`config.mk`:
```
export PLATFORM = sky130hd
export DESIGN_NAME = packed_simd_lane_alu_core
export DESIGN_NICKNAME = d
export VERILOG_FILES = /design/src/design/psla_pkg.sv /design/src/design/packed_simd_lane_alu_core.sv
export SDC_FILE = /design/constraint.sdc
export NUM_CORES = 2
export LEC_CHECK = 0
export BUFFER_PORTS_ARGS = -buffer_cell sky130_fd_sc_hd__buf_2
export CAP_MARGIN = 10
export CELL_PAD_IN_SITES_DETAIL_PLACEMENT = 1
export CELL_PAD_IN_SITES_GLOBAL_PLACEMENT = 2
export CORE_ASPECT_RATIO = 1.4
export CORE_MARGIN = 8
export CORE_UTILIZATION = 40
export CTS_BUF_LIST = sky130_fd_sc_hd__clkbuf_8 sky130_fd_sc_hd__clkbuf_16
export CTS_CLUSTER_DIAMETER = 200
export DETAILED_ROUTE_END_ITERATION = 12
export PLACE_DENSITY_LB_ADDON = 0.1
export SYNTH_ARGS = -nofsm -noshare
export SYNTH_HDL_FRONTEND = slang
export SYNTH_SLANG_ARGS = --single-unit
```
`constraint.sdc`:
```
create_clock -name clk -period 10.62 [get_ports clk]
set_input_delay 1.062 -clock clk [delete_from_list [all_inputs] [get_ports clk]]
set_output_delay 1.062 -clock clk [all_outputs]
set_load 0.01 [all_outputs]
```
`src/design/psla_pkg.sv`:
```
// ----------------------------------------------------------------------------
// psla_pkg
// shared types and operation codes of the packed simd lane alu
// ----------------------------------------------------------------------------
package psla_pkg;

  localparam int unsigned WORD_W = 32;
  localparam int unsigned HALF_W = 16;
  localparam int unsigned CMD_W  = 5;
  localparam int unsigned IMM_W  = 16;

  localparam int unsigned IN_DATA_W  = 120;
  localparam int unsigned OUT_DATA_W = 32;

  typedef logic [WORD_W-1:0] word_t;
  typedef logic [HALF_W-1:0] half_t;
  typedef logic [IMM_W-1:0]  imm_t;

  typedef enum logic [CMD_W-1:0] {
    OP_ADD16 = 5'd0,
    OP_SUB16 = 5'd1,
    OP_SL16  = 5'd2,
    OP_SR16  = 5'd3,
    OP_LT16  = 5'd4,
    OP_LE16  = 5'd5,
    OP_EQ16  = 5'd6,
    OP_SEL16 = 5'd7,
    OP_ADD   = 5'd8,
    OP_SUB   = 5'd9,
    OP_MUL   = 5'd10,
    OP_SL    = 5'd11,
    OP_SR    = 5'd12,
    OP_LT    = 5'd13,
    OP_LE    = 5'd14,
    OP_EQ    = 5'd15,
    OP_SEL   = 5'd16,
    OP_AND   = 5'd17,
    OP_OR    = 5'd18,
    OP_XOR   = 5'd19,
    OP_MOV   = 5'd20,
    OP_XCHG  = 5'd21,
    OP_MOVIL = 5'd22,
    OP_MOVIH = 5'd23
  } op_t;

  typedef struct packed {
    op_t   cmd;
    word_t d;
    word_t b;
    word_t c;
    imm_t  imm;
  } operands_t;

endpackage

```
`src/design/packed_simd_lane_alu_core.sv`:
```
// ----------------------------------------------------------------------------
// packed_simd_lane_alu_core
// integer datapath of one shader lane, paired 16-bit and 32-bit operations
// ----------------------------------------------------------------------------
//  channel | dir | tdata (low bit up)                          | tuser
//  in_     | in  | command, dest_value, src_b, src_c, immediate | -
//  out_    | out | result                                      | illegal
//
//  three register stages: operand capture, execute with partial products,
//  product sum and result select
//  one transfer per cycle in each direction while the output is not stalled
//  rst_n clears only the stage valid bits
//  a stage holds while its successor is full and stalled, empty stages
//  fill up, so no transfer is lost or repeated
// ----------------------------------------------------------------------------
module packed_simd_lane_alu_core
  import psla_pkg::*;
(
  input  logic                  clk,
  input  logic                  rst_n,
  input  logic                  in_tvalid,
  output logic                  in_tready,
  // command[4:0], dest_value[36:5], src_b[68:37], src_c[100:69],
  // immediate[116:101], zero fill up to bit 119
  input  logic [IN_DATA_W-1:0]  in_tdata,
  output logic                  out_tvalid,
  input  logic                  out_tready,
  // result[31:0]
  output logic [OUT_DATA_W-1:0] out_tdata,
  // illegal[0]
  output logic                  out_tuser
);

  logic      s1_v_r, s2_v_r, s3_v_r;
  logic      s1_rdy, s2_rdy, s3_rdy;
  operands_t s1_op_r;

  word_t     alu_nxt;
  logic      ill_nxt;
  word_t     s2_alu_r, s2_mul_lo_r;
  half_t     s2_mul_hi_r;
  logic      s2_ismul_r, s2_ill_r;

  word_t     s3_res_r;
  logic      s3_ill_r;

  assign s3_rdy    = !s3_v_r || out_tready;
  assign s2_rdy    = !s2_v_r || s3_rdy;
  assign s1_rdy    = !s1_v_r || s2_rdy;
  assign in_tready = s1_rdy;

  // valid bits
  always_ff @(posedge clk) begin
    if (!rst_n) begin
      s1_v_r <= 1'b0;
      s2_v_r <= 1'b0;
      s3_v_r <= 1'b0;
    end else begin
      if (s1_rdy) s1_v_r <= in_tvalid;
      if (s2_rdy) s2_v_r <= s1_v_r;
      if (s3_rdy) s3_v_r <= s2_v_r;
    end
  end

  // operand capture
  always_ff @(posedge clk) begin
    if (s1_rdy && in_tvalid) begin
      s1_op_r.cmd <= op_t'(in_tdata[4:0]);
      s1_op_r.d   <= in_tdata[36:5];
      s1_op_r.b   <= in_tdata[68:37];
      s1_op_r.c   <= in_tdata[100:69];
      s1_op_r.imm <= in_tdata[116:101];
    end
  end

  // execute
  always_comb begin
    half_t dl, dh, bl, bh, cl, ch;
    logic  big32;
    dl    = s1_op_r.d[HALF_W-1:0];
    dh    = s1_op_r.d[WORD_W-1:HALF_W];
    bl    = s1_op_r.b[HALF_W-1:0];
    bh    = s1_op_r.b[WORD_W-1:HALF_W];
    cl    = s1_op_r.c[HALF_W-1:0];
    ch    = s1_op_r.c[WORD_W-1:HALF_W];
    big32 = |s1_op_r.c[WORD_W-1:5];
    alu_nxt = '0;
    ill_nxt = 1'b0;
    case (s1_op_r.cmd)
      OP_ADD16: alu_nxt = {dh + bh, dl + bl};
      OP_SUB16: alu_nxt = {dh - bh, dl - bl};
      OP_SL16: begin
        alu_nxt[WORD_W-1:HALF_W] = (|bh[HALF_W-1:4]) ? '0 : dh << bh[3:0];
        alu_nxt[HALF_W-1:0]      = (|bl[HALF_W-1:4]) ? '0 : dl << bl[3:0];
      end
      OP_SR16: begin
        alu_nxt[WORD_W-1:HALF_W] = (|bh[HALF_W-1:4]) ? '0 : dh >> bh[3:0];
        alu_nxt[HALF_W-1:0]      = (|bl[HALF_W-1:4]) ? '0 : dl >> bl[3:0];
      end
      OP_LT16: begin
        alu_nxt[HALF_W] = $signed(dh) < $signed(bh);
        alu_nxt[0]      = $signed(dl) < $signed(bl);
      end
      OP_LE16: begin
        alu_nxt[HALF_W] = $signed(dh) <= $signed(bh);
        alu_nxt[0]      = $signed(dl) <= $signed(bl);
      end
      OP_EQ16: begin
        alu_nxt[HALF_W] = dh == bh;
        alu_nxt[0]      = dl == bl;
      end
      OP_SEL16: alu_nxt = {(|ch) ? dh : bh, (|cl) ? dl : bl};
      OP_ADD:   alu_nxt = s1_op_r.b + s1_op_r.c;
      OP_SUB:   alu_nxt = s1_op_r.b - s1_op_r.c;
      OP_MUL:   alu_nxt = '0;
      OP_SL:    alu_nxt = big32 ? '0 : s1_op_r.b << s1_op_r.c[4:0];
      OP_SR:    alu_nxt = big32 ? '0 : s1_op_r.b >> s1_op_r.c[4:0];
      OP_LT:    alu_nxt[0] = s1_op_r.b < s1_op_r.c;
      OP_LE:    alu_nxt[0] = s1_op_r.b <= s1_op_r.c;
      OP_EQ:    alu_nxt[0] = s1_op_r.b == s1_op_r.c;
      OP_SEL:   alu_nxt = (|s1_op_r.c) ? s1_op_r.d : s1_op_r.b;
      OP_AND:   alu_nxt = s1_op_r.d & s1_op_r.b;
      OP_OR:    alu_nxt = s1_op_r.d | s1_op_r.b;
      OP_XOR:   alu_nxt = s1_op_r.d ^ s1_op_r.b;
      OP_MOV:   alu_nxt = s1_op_r.b;
      OP_XCHG:  alu_nxt = {bl, bh};
      OP_MOVIL: alu_nxt = {bh, s1_op_r.imm};
      OP_MOVIH: alu_nxt = {s1_op_r.imm, bl};
      default:  ill_nxt = 1'b1;
    endcase
  end

  // partial products: full word by low half, low half by high half
  always_ff @(posedge clk) begin
    if (s2_rdy && s1_v_r) begin
      s2_alu_r    <= alu_nxt;
      s2_mul_lo_r <= s1_op_r.b * {half_t'(0), s1_op_r.c[HALF_W-1:0]};
      s2_mul_hi_r <= s1_op_r.b[HALF_W-1:0] * s1_op_r.c[WORD_W-1:HALF_W];
      s2_ismul_r  <= s1_op_r.cmd == OP_MUL;
      s2_ill_r    <= ill_nxt;
    end
  end

  // product sum and result select
  always_ff @(posedge clk) begin
    if (s3_rdy && s2_v_r) begin
      s3_res_r <= s2_ismul_r ? s2_mul_lo_r + {s2_mul_hi_r, half_t'(0)} : s2_alu_r;
      s3_ill_r <= s2_ill_r;
    end
  end

  assign out_tvalid = s3_v_r;
  assign out_tdata  = s3_res_r;
  assign out_tuser  = s3_ill_r;

endmodule

```
==> flow_summary.toml <==
[run_status]
outcome = "complete, but fails checks"
violations = "slew limit"

[layout]
area_growth_syn_to_layout_pct = 8.471
drive_gt1_share_pct = 9.702
num-fill-cells = 11110
seq_area_um2 = 7027
multiInputGateArea_um2 = 27280
finalNonFillerCells = 5720
fin_area_um2 = 40710
nets = 5288

[sta]
fin_crit_ns = 7.924
finalClockSkew_ns = 0.06078
rsz0062_at_grt = "false"
slew_viol_final = 1
tightest_slew_ns = 1.507
fin_crit_sh_pct = 74.61
holdWs_ns = 0.4193
setup_viol = 0
max_freq_mhz = 126.2
hold_violations = 0
final.setup.tns_ns = 0
slew_headroom_pct = -0.4955

[detailed_routing]
drt_iter0_markers = 3096
totalWireLength_mm = 190.4
wl_per_cell_um = 33.28
dr_wl_met3_mm = 11.83
drc = 0
vias = 35290
wl_met1_mm = 71.75
first_pass_iters = 8
route.met2.wl_mm = 88.82
via_per_inst = 6.170
highest_layer = "met5"
antenna_violating_nets_post_route = 0

[clocking]
cts_hold_buffers = 0
clk_pin_slew_ns = 0.06
clkLatencyLatePin_ns = 0.67
htree_levels = 1
post_cts_buffers = 0
clockBufferDepth = 3
cts_root_buffer = "clkbuf_16"
cts.sinks = 235
cts_tree = "done"
ctsResizeCount = 0
numCtsBuffers = 28

[worst_setup_path]
r2r_slack_ns = 2.70
cp_top_family = "adder cells"
worstReg2RegEnd = "s2_mul_lo_r[30]"
crit_end = "s2_mul_lo_r[30]"
crit_required_ns = 11.04
critPathKind = "reg2reg"
critPathBufInv = 6
arrival_ns = 8.34
cp-startpoint = "s1_op_r[60]"
critPathCaptureType = "flop"
crit_chain = "buf_4, clkinv_1, nor2_1, fa_1, inv_1, fa_1, inv_1, fa_1, fa_1, fa_1, inv_1, fa_1, inv_1, ha_1, and3_1, and2_1, a21oi_1, nand2_1, a221oi_1, o2111ai_1, nand2_1, o21ai_0, a21oi_1, xnor2_1"
slowest_stage = "a221oi_1"
crit_cells = 24
r2r-start = "s1_op_r[60]"
cp-start-kind = "flop"
path_common_cell = "fa_1"
max_stage_delay_ns = 0.77
worstRegToRegCells = 24
crit_fanout = 21

[floorplan]
die_h_um = 378.4
dieArea_um2 = 104000
start_util_pct = 40.13
core_area_um2 = 93520
rows = 133
ios = 159
die_w_um = 274.9

[place]
post_dp_cell_area_um2 = 39680
place_inst = 5665
place_congestion = 1.051
post-dp-hpwl_mm = 147.4
port_buffers = 155

[synthesis]
yosys_warnings = 0
synth_cells = 4464
ys.flop_type = "edfxtp_1"
synth.yosys.seq_area_share_pct = 18.72
synth_compound_area_share_pct = 17.79
synth_top_family_by_area = "adder cells"
synthXorXnorAreaFrac_pct = 3.267
synth-simple-area-share_pct = 15.48
synth_area_per_cell_um2 = 8.408
synthAdderAreaFrac_pct = 30.56
async_reset_ff_share_pct = 0
muxShareOfSynthArea_pct = 5.354
ys_types = 82
synth_edf_count = 232
synth_nets = 5270
ys_ff_latch = 235
netlist_area_um2 = 37530

[power_and_ir_drop]
static-leakage-power_uw = 0.01775
vdd_drop_max_mv = 0.6000
power.density_nw_per_um2 = 360.0
total_power_uw = 14660

[grt]
antenna_found_initial = 12
track_usage_pct = 36.10
grt_max_degree = 101
grt_pass1_wl_mm = 269.6
overflow = 0
grt_pass1_vias = 37010

[run]
maxCapViolations = 0

[min_path]
hp-class = "reg2reg"
==> worst register-to-register path: stages, from the launching register on <==
cell,delay [ns]
edfxtp_1,0.34
buf_4,0.50
clkinv_1,0.74
nor2_1,0.33
fa_1,0.44
inv_1,0.07
fa_1,0.40
inv_1,0.08
fa_1,0.46
fa_1,0.53
fa_1,0.50
inv_1,0.05
fa_1,0.48
inv_1,0.04
ha_1,0.34
and3_1,0.25
and2_1,0.21
a21oi_1,0.16
nand2_1,0.10
a221oi_1,0.77
o2111ai_1,0.33
nand2_1,0.18
o21ai_0,0.11
a21oi_1,0.18
xnor2_1,0.08
==> state kept, by name, indices dropped and copies added (netlist names) <==
| name | flops |
|---|---|
| out_tdata | 32 |
| out_tuser | 1 |
| out_tvalid | 1 |
| s1_op_r | 117 |
| s1_v_r | 1 |
| s2_alu_r | 32 |
| s2_ill_r | 1 |
| s2_ismul_r | 1 |
| s2_mul_hi_r | 16 |
| s2_mul_lo_r | 32 |
| s2_v_r | 1 |
==> logic make-up after synthesis <==
family | after synthesis
buf+inv | 869
simple gates | 1366
flops | 235
xor+xnor | 140
compound gates | 1013
fa+ha+maj | 682
mux | 159
==> report_power, final <==
part / leakage (uW) / internal [uW] / switching, uW
clock network: 0.000486 / 614 / 483
registers: 0.00224 / 1760 / 198
logic: 0.0150 / 4860 / 6740
==> cells in the final DEF (no fill, tap or decap), types with 28 or more instances in the layout <==
| cell | count |
|---|---|
| ha_1 | 291 |
| xnor2_1 | 110 |
| o22ai_1 | 38 |
| inv_1 | 569 |
| nand2_1 | 505 |
| buf_2 | 155 |
| buf_4 | 109 |
| nand3_1 | 42 |
| mux2_2 | 44 |
| a21oi_1 | 262 |
| o211ai_1 | 50 |
| nor4_1 | 29 |
| mux4_2 | 29 |
| a221oi_1 | 64 |
| nor3_1 | 61 |
| o21ai_0 | 219 |
| a22oi_1 | 28 |
| fa_1 | 391 |
| nand2b_1 | 31 |
| nor2b_1 | 34 |
| edfxtp_1 | 232 |
| a21o_1 | 47 |
| a211oi_1 | 51 |
| xor2_1 | 30 |
| clkbuf_16 | 28 |
| nor2_1 | 551 |
| mux2i_1 | 86 |
==> synthesized netlist by cell type (30+ instances only) <==
library cell  number  area (um^2)
buf_1             63        236.5
inv_1            568         2132
o211ai_1          50        375.4
clkbuf_1         196        735.7
a21oi_1          262         1311
a221oi_1          64        560.5
edfxtp_1         232         6967
a21o_1            47        352.8
nand2b_1          31        193.9
o22ai_1           38        237.7
nor2b_1           35        219.0
ha_1             291         3641
nor2_1           556         2087
mux2i_1           86        860.8
xnor2_1          110        963.4
nand3_1           42        210.2
xor2_1            30        262.8
mux2_2            44        495.5
fa_1             391         7828
a211oi_1          51        382.9
nor4_1            31        193.9
nor3_1            62        310.3
nand2_1          505         1896
o21ai_0          220         1101
==> layer usage <==
layer  vias to the layer above  track usage (%)
met5                         -                0
met4                         4            27.16
met3                       560            5.255
met2                      1449            60.10
met1                     18030            41.92
li1                      15250                -
==> final cells by class <==
cell class / instances / share of cell area (%)
repair buffers: 268 / 4.081
diodes: 1 / 0.006146
inverters: 589 / 5.430
clock inverters: 24 / 0.7622
flip-flops and latches: 235 / 17.26
well taps: 1215 / 3.734
multi-input cells: 3360 / 67.01
clock buffers: 28 / 1.721
==> worst min path at each step <==
stage	start	endpoint	depth (start not counted)
final	s2_ill_r	out_tuser	0
after global routing	s2_ill_r	out_tuser	0
after CTS	s2_ill_r	out_tuser	0
after detailed placement	s2_ill_r	out_tuser	0
after global placement	s2_ill_r	out_tuser	0
after floorplan	s2_ill_r	out_tuser	0
==> stage by stage <==
step	util, %	worst slack, ns
after CTS	43.51	2.740
after global routing	43.53	2.507
after floorplan	-	2.864
final	43.53	2.696
after global placement	42.43	2.941
after detailed placement	42.43	2.782
Note: power is estimated with default switching activity, not from simulation.
